--- config.mk ---
export PLATFORM = sky130hd
export DESIGN_NAME = ring_buffer_deque_unit
export DESIGN_NICKNAME = d
export VERILOG_FILES = /design/src/rtl/core/rbd_pkg.sv /design/src/rtl/core/ring_buffer_deque_unit.sv /design/src/rtl/core/rbd_ram.sv /design/src/rtl/core/rbd_ctrl.sv
export SDC_FILE = /design/constraint.sdc
export NUM_CORES = 1
export LEC_CHECK = 0
export BUFFER_PORTS_ARGS = -buffer_cell sky130_fd_sc_hd__buf_2
export CAP_MARGIN = 20
export CORE_ASPECT_RATIO = 0.5
export CORE_MARGIN = 3
export CORE_UTILIZATION = 45
export DETAILED_ROUTE_END_ITERATION = 16
export GPL_ROUTABILITY_DRIVEN = 0
export GPL_TIMING_DRIVEN = 1
export SLEW_MARGIN = 25
export SYNTH_ARGS = -nofsm -noshare
export SYNTH_HDL_FRONTEND = slang
export SYNTH_SLANG_ARGS = --single-unit
--- constraint.sdc ---
create_clock -name clk -period 16.69 [get_ports clk]
set_input_delay 1.669 -clock clk [delete_from_list [all_inputs] [get_ports clk]]
set_output_delay 1.669 -clock clk [all_outputs]
set_load 0.02 [all_outputs]
--- src/rtl/core/rbd_pkg.sv ---
// Shared types and constants for the ring buffer deque.
// No dependencies; used by rbd_ctrl and ring_buffer_deque_unit.
package rbd_pkg;

	localparam int unsigned MSG_W   = 64;
	localparam int unsigned SLOTS_W = 5;

	typedef enum logic [1:0] {
		MODE_PUSH_REAR  = 2'd0,
		MODE_PUSH_FRONT = 2'd1,
		MODE_POP_FRONT  = 2'd2,
		MODE_CLEAR      = 2'd3
	} mode_t;

	typedef struct packed {
		mode_t              mode;
		logic [MSG_W-1:0]   message_in;
	} cmd_word_t;

	typedef struct packed {
		logic               success;
		logic [MSG_W-1:0]   message_out;
		logic               is_empty;
		logic               is_full;
		logic [SLOTS_W-1:0] free_slots;
	} res_word_t;

	// status of one operation, held in stage 1 until the result word leaves
	typedef struct packed {
		logic               success;
		logic               pop_ok;
		logic               is_empty;
		logic               is_full;
		logic [SLOTS_W-1:0] free_slots;
	} stat_t;

endpackage

--- src/rtl/core/ring_buffer_deque_unit.sv ---
// Top level of the ring buffer deque: control, slot RAM and result stage.
// Depends on rbd_pkg, rbd_ram and rbd_ctrl.
//
//  channel | valid     | stall     | word
//  command | cmd_valid | cmd_stall | cmd (rbd_pkg::cmd_word_t)
//  result  | res_valid | res_stall | res (rbd_pkg::res_word_t)
//
// One command is taken per cycle while cmd_stall is low; its result word
// appears the next cycle. Pointers and free count update at acceptance;
// a pop reads the slot RAM at the same edge and its registered read data
// feeds the result word. While a result waits under res_stall, cmd_stall
// is high, which keeps the RAM read data stable. Reset empties the buffer
// at once; the slot contents are not cleared.
module ring_buffer_deque_unit #(
	parameter int unsigned DEPTH      = 16,
	parameter int unsigned DATA_WIDTH = 64
) (
	input  logic                clk,
	input  logic                arst_n,
	input  logic                cmd_valid,
	output logic                cmd_stall,
	input  rbd_pkg::cmd_word_t  cmd,
	output logic                res_valid,
	input  logic                res_stall,
	output rbd_pkg::res_word_t  res
);

	localparam int unsigned IW = $clog2(DEPTH);

	logic                  go, take, we, re;
	logic [IW-1:0]         waddr, raddr;
	logic [DATA_WIDTH-1:0] rdata;
	rbd_pkg::stat_t        stat_s1;

	assign cmd_stall = res_valid && res_stall;
	assign go        = cmd_valid && !cmd_stall;
	assign take      = res_valid && !res_stall;

	rbd_ctrl #(
		.DEPTH (DEPTH)
	) u_ctrl (
		.clk      (clk),
		.arst_n   (arst_n),
		.go       (go),
		.mode     (cmd.mode),
		.take     (take),
		.we       (we),
		.waddr    (waddr),
		.re       (re),
		.raddr    (raddr),
		.valid_s1 (res_valid),
		.stat_s1  (stat_s1)
	);

	rbd_ram #(
		.WIDTH (DATA_WIDTH),
		.DEPTH (DEPTH)
	) u_ram (
		.clk   (clk),
		.we    (we),
		.waddr (waddr),
		.wdata (cmd.message_in[DATA_WIDTH-1:0]),
		.re    (re),
		.raddr (raddr),
		.rdata (rdata)
	);

	// zero the message unless this word is a successful pop
	always_comb begin
		res.success     = stat_s1.success;
		res.message_out = stat_s1.pop_ok ? rbd_pkg::MSG_W'(rdata) : '0;
		res.is_empty    = stat_s1.is_empty;
		res.is_full     = stat_s1.is_full;
		res.free_slots  = stat_s1.free_slots;
	end

`ifndef ASSERT_OFF
	a_accept_gives_result: assert property (@(posedge clk) disable iff (!arst_n)
		go |=> res_valid)
		else $error("accepted command produced no result word");

	a_empty_count: assert property (@(posedge clk) disable iff (!arst_n)
		res_valid && res.is_empty |-> res.free_slots == rbd_pkg::SLOTS_W'(DEPTH))
		else $error("empty buffer with wrong free count");

	a_full_count: assert property (@(posedge clk) disable iff (!arst_n)
		res_valid && res.is_full |-> res.free_slots == rbd_pkg::SLOTS_W'(1))
		else $error("full buffer with wrong free count");

	a_msg_only_on_success: assert property (@(posedge clk) disable iff (!arst_n)
		res_valid && !res.success |-> res.message_out == '0)
		else $error("failed operation returned a message");
`endif

endmodule

--- src/rtl/core/rbd_ram.sv ---
// Generic single-clock RAM: one write port, one read port, registered read data.
// No dependencies.
module rbd_ram #(
	parameter int unsigned WIDTH = 64,
	parameter int unsigned DEPTH = 16
) (
	input  logic                     clk,
	input  logic                     we,
	input  logic [$clog2(DEPTH)-1:0] waddr,
	input  logic [WIDTH-1:0]         wdata,
	input  logic                     re,
	input  logic [$clog2(DEPTH)-1:0] raddr,
	output logic [WIDTH-1:0]         rdata
);

	logic [WIDTH-1:0] mem_q [DEPTH];

	always_ff @(posedge clk) begin
		if (we) begin
			mem_q[waddr] <= wdata;
		end
		if (re) begin
			rdata <= mem_q[raddr];
		end
	end

endmodule

--- src/rtl/core/rbd_ctrl.sv ---
// Pointer and free-count control of the ring buffer deque; drives the slot RAM
// ports and holds the stage-1 status. Depends on rbd_pkg.
module rbd_ctrl #(
	parameter int unsigned DEPTH = 16
) (
	input  logic                     clk,
	input  logic                     arst_n,
	input  logic                     go,
	input  rbd_pkg::mode_t           mode,
	input  logic                     take,
	output logic                     we,
	output logic [$clog2(DEPTH)-1:0] waddr,
	output logic                     re,
	output logic [$clog2(DEPTH)-1:0] raddr,
	output logic                     valid_s1,
	output rbd_pkg::stat_t           stat_s1
);

	localparam int unsigned IW = $clog2(DEPTH);
	localparam int unsigned CW = $clog2(DEPTH + 1);
	localparam logic [IW-1:0] LAST = IW'(DEPTH - 1);

	logic [IW-1:0] front_q, rear_q, front_n, rear_n;
	logic [IW-1:0] front_inc, front_dec, rear_inc, rear_n_inc;
	logic [CW-1:0] free_q, free_n;
	logic          full, empty, ok, pop_ok;

	assign front_inc  = (front_q == LAST) ? '0 : front_q + 1'b1;
	assign front_dec  = (front_q == '0) ? LAST : front_q - 1'b1;
	assign rear_inc   = (rear_q == LAST) ? '0 : rear_q + 1'b1;
	assign full       = (rear_inc == front_q);
	assign empty      = (front_q == rear_q);

	always_comb begin
		front_n = front_q;
		rear_n  = rear_q;
		free_n  = free_q;
		ok      = 1'b0;
		pop_ok  = 1'b0;
		we      = 1'b0;
		waddr   = rear_inc;
		re      = 1'b0;
		raddr   = front_inc;
		unique case (mode)
			rbd_pkg::MODE_PUSH_REAR: begin
				if (!full) begin
					ok     = 1'b1;
					we     = go;
					rear_n = rear_inc;
					free_n = free_q - 1'b1;
				end
			end
			rbd_pkg::MODE_PUSH_FRONT: begin
				if (!full) begin
					ok      = 1'b1;
					we      = go;
					waddr   = front_q;
					front_n = front_dec;
					free_n  = free_q - 1'b1;
				end
			end
			rbd_pkg::MODE_POP_FRONT: begin
				if (!empty) begin
					ok      = 1'b1;
					pop_ok  = 1'b1;
					re      = go;
					front_n = front_inc;
					free_n  = free_q + 1'b1;
				end
			end
			rbd_pkg::MODE_CLEAR: begin
				ok      = 1'b1;
				front_n = '0;
				rear_n  = '0;
				free_n  = CW'(DEPTH);
			end
			default: begin
				ok = 1'b0;
			end
		endcase
	end

	assign rear_n_inc = (rear_n == LAST) ? '0 : rear_n + 1'b1;

	always_ff @(posedge clk or negedge arst_n) begin
		if (!arst_n) begin
			front_q  <= '0;
			rear_q   <= '0;
			free_q   <= CW'(DEPTH);
			valid_s1 <= 1'b0;
		end else begin
			if (go) begin
				front_q  <= front_n;
				rear_q   <= rear_n;
				free_q   <= free_n;
				valid_s1 <= 1'b1;
			end else if (take) begin
				valid_s1 <= 1'b0;
			end
		end
	end

	always_ff @(posedge clk) begin
		if (go) begin
			stat_s1.success    <= ok;
			stat_s1.pop_ok     <= pop_ok;
			stat_s1.is_empty   <= (front_n == rear_n);
			stat_s1.is_full    <= (rear_n_inc == front_n);
			stat_s1.free_slots <= rbd_pkg::SLOTS_W'(free_n);
		end
	end

endmodule
### Word-level counts from Yosys, hierarchy flattened

Memories as Yosys holds them, arrays and structs flattened. A register that Yosys moved wholly into a read port is not among the register bits.
Index checks and enable logic that the tools add are counted.

* logic and storage cells: 61
* bits of input ports: 70
* flip-flop bits (word level): 23
* RAM bits: 1024
* memories kept: 1
* output and inout bits: 74

Memories
* u_ram.mem_q: depth 16, width 64, read ports 1, clocked after memory_dff 1, wr ports 1, line rbd_ram.sv:16 `logic [WIDTH-1:0] mem_q [DEPTH];`

* muxes and demuxes: 26
* reductions and logical operators: 9
* eq/ne operators: 10
* add/sub/neg operators: 6

Operators by type and width (count)
* $mux W64: 1
* $mux W4: 9
* $eq A4 B4 Y1: 4
* $pmux W5 S3: 1
* $add A4 B1 Y4 const B: 3
* $eq A4 B4 Y1 const B: 3
* $pmux W4 S3: 1
* $mux W1: 10
* $mux W5: 2
* $pmux W4 S2: 1
* $add A5 B1 Y5 const B: 1
* $sub A5 B1 Y5 const B: 1
* $eq A2 B2 Y1 const B: 2
* $logic_not A4 Y1: 1
* $sub A4 B1 Y4 const B: 1
* $logic_and A1 B1 Y1: 3
* $pmux W1 S3: 1
* $eq A2 B1 Y1 const B: 1
* $logic_not A1 Y1: 2
* $logic_not A2 Y1: 1
* $reduce_bool A2 Y1: 1
* $reduce_or A2 Y1: 1

### Depth between registers and ports, before layout

* word-level depth: 8
* gate-level depth with buffers: 11
* gate-level depth less buffers: 10

### By module

Synthesis repeated with hierarchy kept, for this count alone.

* cells, all modules: 1932
* area, all modules: 42693.4 um^2

By module, submodules not included
* rbd_ram: area each 40223.6 um^2, cells an instance 1647, instances 1
* rbd_ctrl: area each 1939.4 um^2, cells an instance 212, instances 1
* ring_buffer_deque_unit: area each 530.5 um^2, cells an instance 73, instances 1

### Worst setup path before layout

No wires, ideal clock.

* path type: input to register
* from: input cmd[65] (netlist bit)
* to: memory u_ram.mem_q[12][0], enable pin
* path buffers: 1
* stages: 7
* setup slack: 10.617 ns
* data arrival time: 5.586 ns
* required time: 16.204 ns
* path through: inv_1 -> ha_1 -> buf_1 -> a21oi_1 -> a2111oi_0 -> nand2_1 -> nor2_1

* word-level cells in the longest chain between the ends: 5
* elaborated cells on any way between the ends: 7
* those cells by class: eq/ne: 1; mux: 4; reduce/logical: 2

Ends and longest elaborated chain
* start: declaration: line ring_buffer_deque_unit.sv:22 `input rbd_pkg::cmd_word_t cmd,`
* $eq A2 B1 Y1 or $logic_not A2 Y1 (tied branches): line rbd_ctrl.sv:44 `unique case (mode)`
* $reduce_or A2 Y1 (no line)
* $mux W1
* $mux W1: line rbd_ram.sv:19 `if (we) begin`
* $mux W1 (not written as such): line rbd_ram.sv:20 `mem_q[waddr] <= wdata;`
* end: declaration: line rbd_ram.sv:16

Several ways; a longest one is shown, not always the timed one.

### Final worst setup path

* from: register u_ctrl.front_q[0]
* to: register u_ram.rdata[34], read port of u_ram.mem_q, data pin

* word-level cells in the longest chain between the ends: 3
* elaborated cells on any way between the ends: 6
* those cells by class: add/sub: 1; eq/ne: 2; mux: 3

Ends and longest elaborated chain
* start: declaration: line rbd_ctrl.sv:23 `logic [IW-1:0] front_q, rear_q, front_n, rear_n;`
* start signal: assignment: line rbd_ctrl.sv:93 `front_q <= front_n;`
* branches (longest 3 deep; another with $add A4 B1 Y4)
* end: declaration: line rbd_ram.sv:13 `output logic [WIDTH-1:0] rdata`

Parallel ways; which one is timed is not known.
A chain may end at the register's enable or synchronous reset.

==> metrics.yaml <==
dieWidth_um: 442
min_period_over_period: 0.302
cts_hold_buf: 0
hpwl_um: 48100
postCtsSetupBuffers: 0
post-place-ws_ns: 10.97
peakVddDrop_v: 0.000102
grt_pass1_wl_um: 136000
syn_avg_cell_area_sq_um: 22.8
insertion_delay_ns: 0.68
worstPathRequired_ns: 17.11
wl_per_cell_um: 27.3
fin_crit_ns: 5.03
final_util: 0.517
synth_nets: 1961
die_h_um: 224
syn2layout_area_growth_pct: 13.0
rsz0062_at_grt: "false"
critPathMostFrequentCell: "buf_4"
rows: 79
design.die.area_sq_um: 99200
synthFlopType: "edfxtp_1"
antenna_found_initial: 7
synthAdderAreaFrac: 0.00263
yosys.area_share.simple: 0.0258
syn_area_sq_um: 42900
drc: 0
num_io_pins: 144
hold_class: "flip-flop to flip-flop"
slew_viol_final: 0
synth_warnings: 0
r2r_setup_slack_ns: 11.66
grt_max_degree: 158
synthMuxAreaShare: 0.163
path_class: "flip-flop to flip-flop"
final_area_sq_um: 48400
fmax_mhz: 199
synth_common_cells: "edfxtp_1 (1097), mux4_2 (305), nand2_1 (76), and2_1 (66), clkbuf_1 (66)"
critPathArrivalTime_ns: 5.45
synth_top_family_by_area: "multiplexers"
worstPathCellList: "inv_2 > ha_4 > buf_4 > buf_4 > buf_4 > mux4_2 > mux4_2"
cts_buffers: 98
clock_tree.root_cell: "clkbuf_16"
drive_gt1_frac: 0.314
start_util: 0.457
drtIter0Drc: 1893
maxCapViolCount: 0
path_buf_inv: 4
seq_area_frac_synth: 0.777
ant_nets: 0
hold_viol: 0
synth-compound-area-share: 0.0142
ys_seq_elements: 1111
power_density_nw_per_um2: 156
synth_xor_area_frac: 0.00543
finClkSkew_ns: 0.0148
grt.total_usage: 0.188
grt_overflow_total: 0
yosysMostFrequentCell: "edfxtp_1"
crit_fanout: 46
setup_viol: 0
worst_setup_path_end_kind: "flip-flop"
avgViaCountPerCell: 5.76
yosys-top-cells-area: "edfxtp_1 (77%), mux4_2 (16%), and2_1 (0.96%)"
path_delay_family: "buffers and inverters"
cpPeakStageDelay_ns: 0.86
placed_area_sq_um: 45200
core_sq_um: 93700
clockBufferDepth: 3
fin_nets: 2141
crit_path_top_delay_cell: "buf_4"
vias: 19600
async_flop_share: 0.0126
wl_um: 92600
numClockSinks: 1111
cp-start-kind: "flip-flop"
slew_headroom: 0.152
grt_pass1_vias: 20000
port_buffers: 143
nFillCells: 7309
synth.largest_area_cell: "edfxtp_1"
synth_edf_count: 1097
synth.distinct_cells: 64
worst_pin_slew_ns: 1.27
htree_levels: 3
syn_inst: 1882
tns_ns: 0
p_leak_nw: 15.4
drt_pass1_iterations: 5
status: "completed"
fin_ws_ns: 11.66
path_clk_slew_ns: 0.06
ctsResizeCount: 0
cts_tree: "yes"
yosysTopAreaCellShare: 0.769
total_power_w: 0.00754
## power by group
group / switching (W) / total [W] / internal [W]
clock network: 0.000981 / 0.00222 / 0.00124
registers: 0.0000465 / 0.00327 / 0.00323
logic: 0.000994 / 0.00204 / 0.00105
## logic make-up after synthesis
| family | count (synthesis) |
|---|---|
| DFF | 1111 |
| adders and majority gates | 9 |
| buffers and inverters | 123 |
| and+or+nand+nor | 222 |
| AOI/OAI and AO/OA | 80 |
| xor gates and xnor gates | 22 |
| muxes | 315 |
## cell type report
class,count,area (sq um),area share
repair buffers,187,1170,0.0242
diodes,3,7.51,0.000155
clock inverters,56,509,0.0105
well taps,1255,1570,0.0324
clock buffers,118,2590,0.0535
inverters,16,60.1,0.00124
flip-flops and latches,1111,33300,0.688
multi-input cells,648,9210,0.190
## sequential cells by signal, summed over array words and instances (netlist names)
signal	flops
u_ram.mem_q	1024
u_ram.rdata	64
u_ctrl.stat_s1	9
u_ctrl.free_q	5
u_ctrl.front_q	4
u_ctrl.rear_q	4
u_ctrl.valid_s1	1
## final timing paths
kind / startpoint / end / cells after the start
max in group asynchronous: arst_n / u_ctrl.free_q[4] / 1
hold reg to reg: u_ctrl.valid_s1 / u_ctrl.valid_s1 / 2
setup / recovery: u_ctrl.front_q[0] / u_ram.rdata[34] / 7
hold / removal: u_ctrl.valid_s1 / u_ctrl.valid_s1 / 2
setup reg to reg: u_ctrl.front_q[0] / u_ram.rdata[34] / 7
min in group asynchronous: arst_n / u_ctrl.front_q[0] / 1
## routing by layer
metal / vias to the layer above / global-route usage / wire length (um)
met5: - / 0 / 0
met4: 0 / 0.0465 / 1740
met3: 123 / 0.0287 / 4850
met2: 570 / 0.291 / 43800
met1: 10600 / 0.284 / 42200
li1: 8259 / - / -
## metrics by stage
step,hold WS [ns],cells
6_report,0.560,3394
5_1_grt,0.616,3393
4_1_cts,0.570,3389
3_5_place_dp,0.553,3215
3_3_place_gp,0.508,3211
2_1_floorplan,0.565,1882
## worst min-delay path, delay by kind of cell (launching register included)
family,cells,cell delay (ns)
DFF,1,0.36
and+or+nand+nor,2,0.17
## cells in the final DEF, fill, tap and decap left out, types with 5 or more instances in the layout
cell,count
o21ai_1,5
and2_1,66
clkinvlp_4,6
nand2_1,76
ha_1,8
a31oi_1,7
clkinv_2,15
and3_1,6
xor2_1,5
a21oi_1,12
mux4_2,305
dfrtp_1,13
inv_1,11
mux2_2,6
inv_2,5
nand3_1,18
o21ai_0,11
buf_2,143
buf_4,35
clkbuf_1,17
xnor2_1,12
edfxtp_1,1097
clkbuf_16,101
nor2_4,18
bufinv_16,9
nor2_1,15
a311oi_1,8
clkinv_1,24
Note: power is estimated with default switching activity, not from simulation.
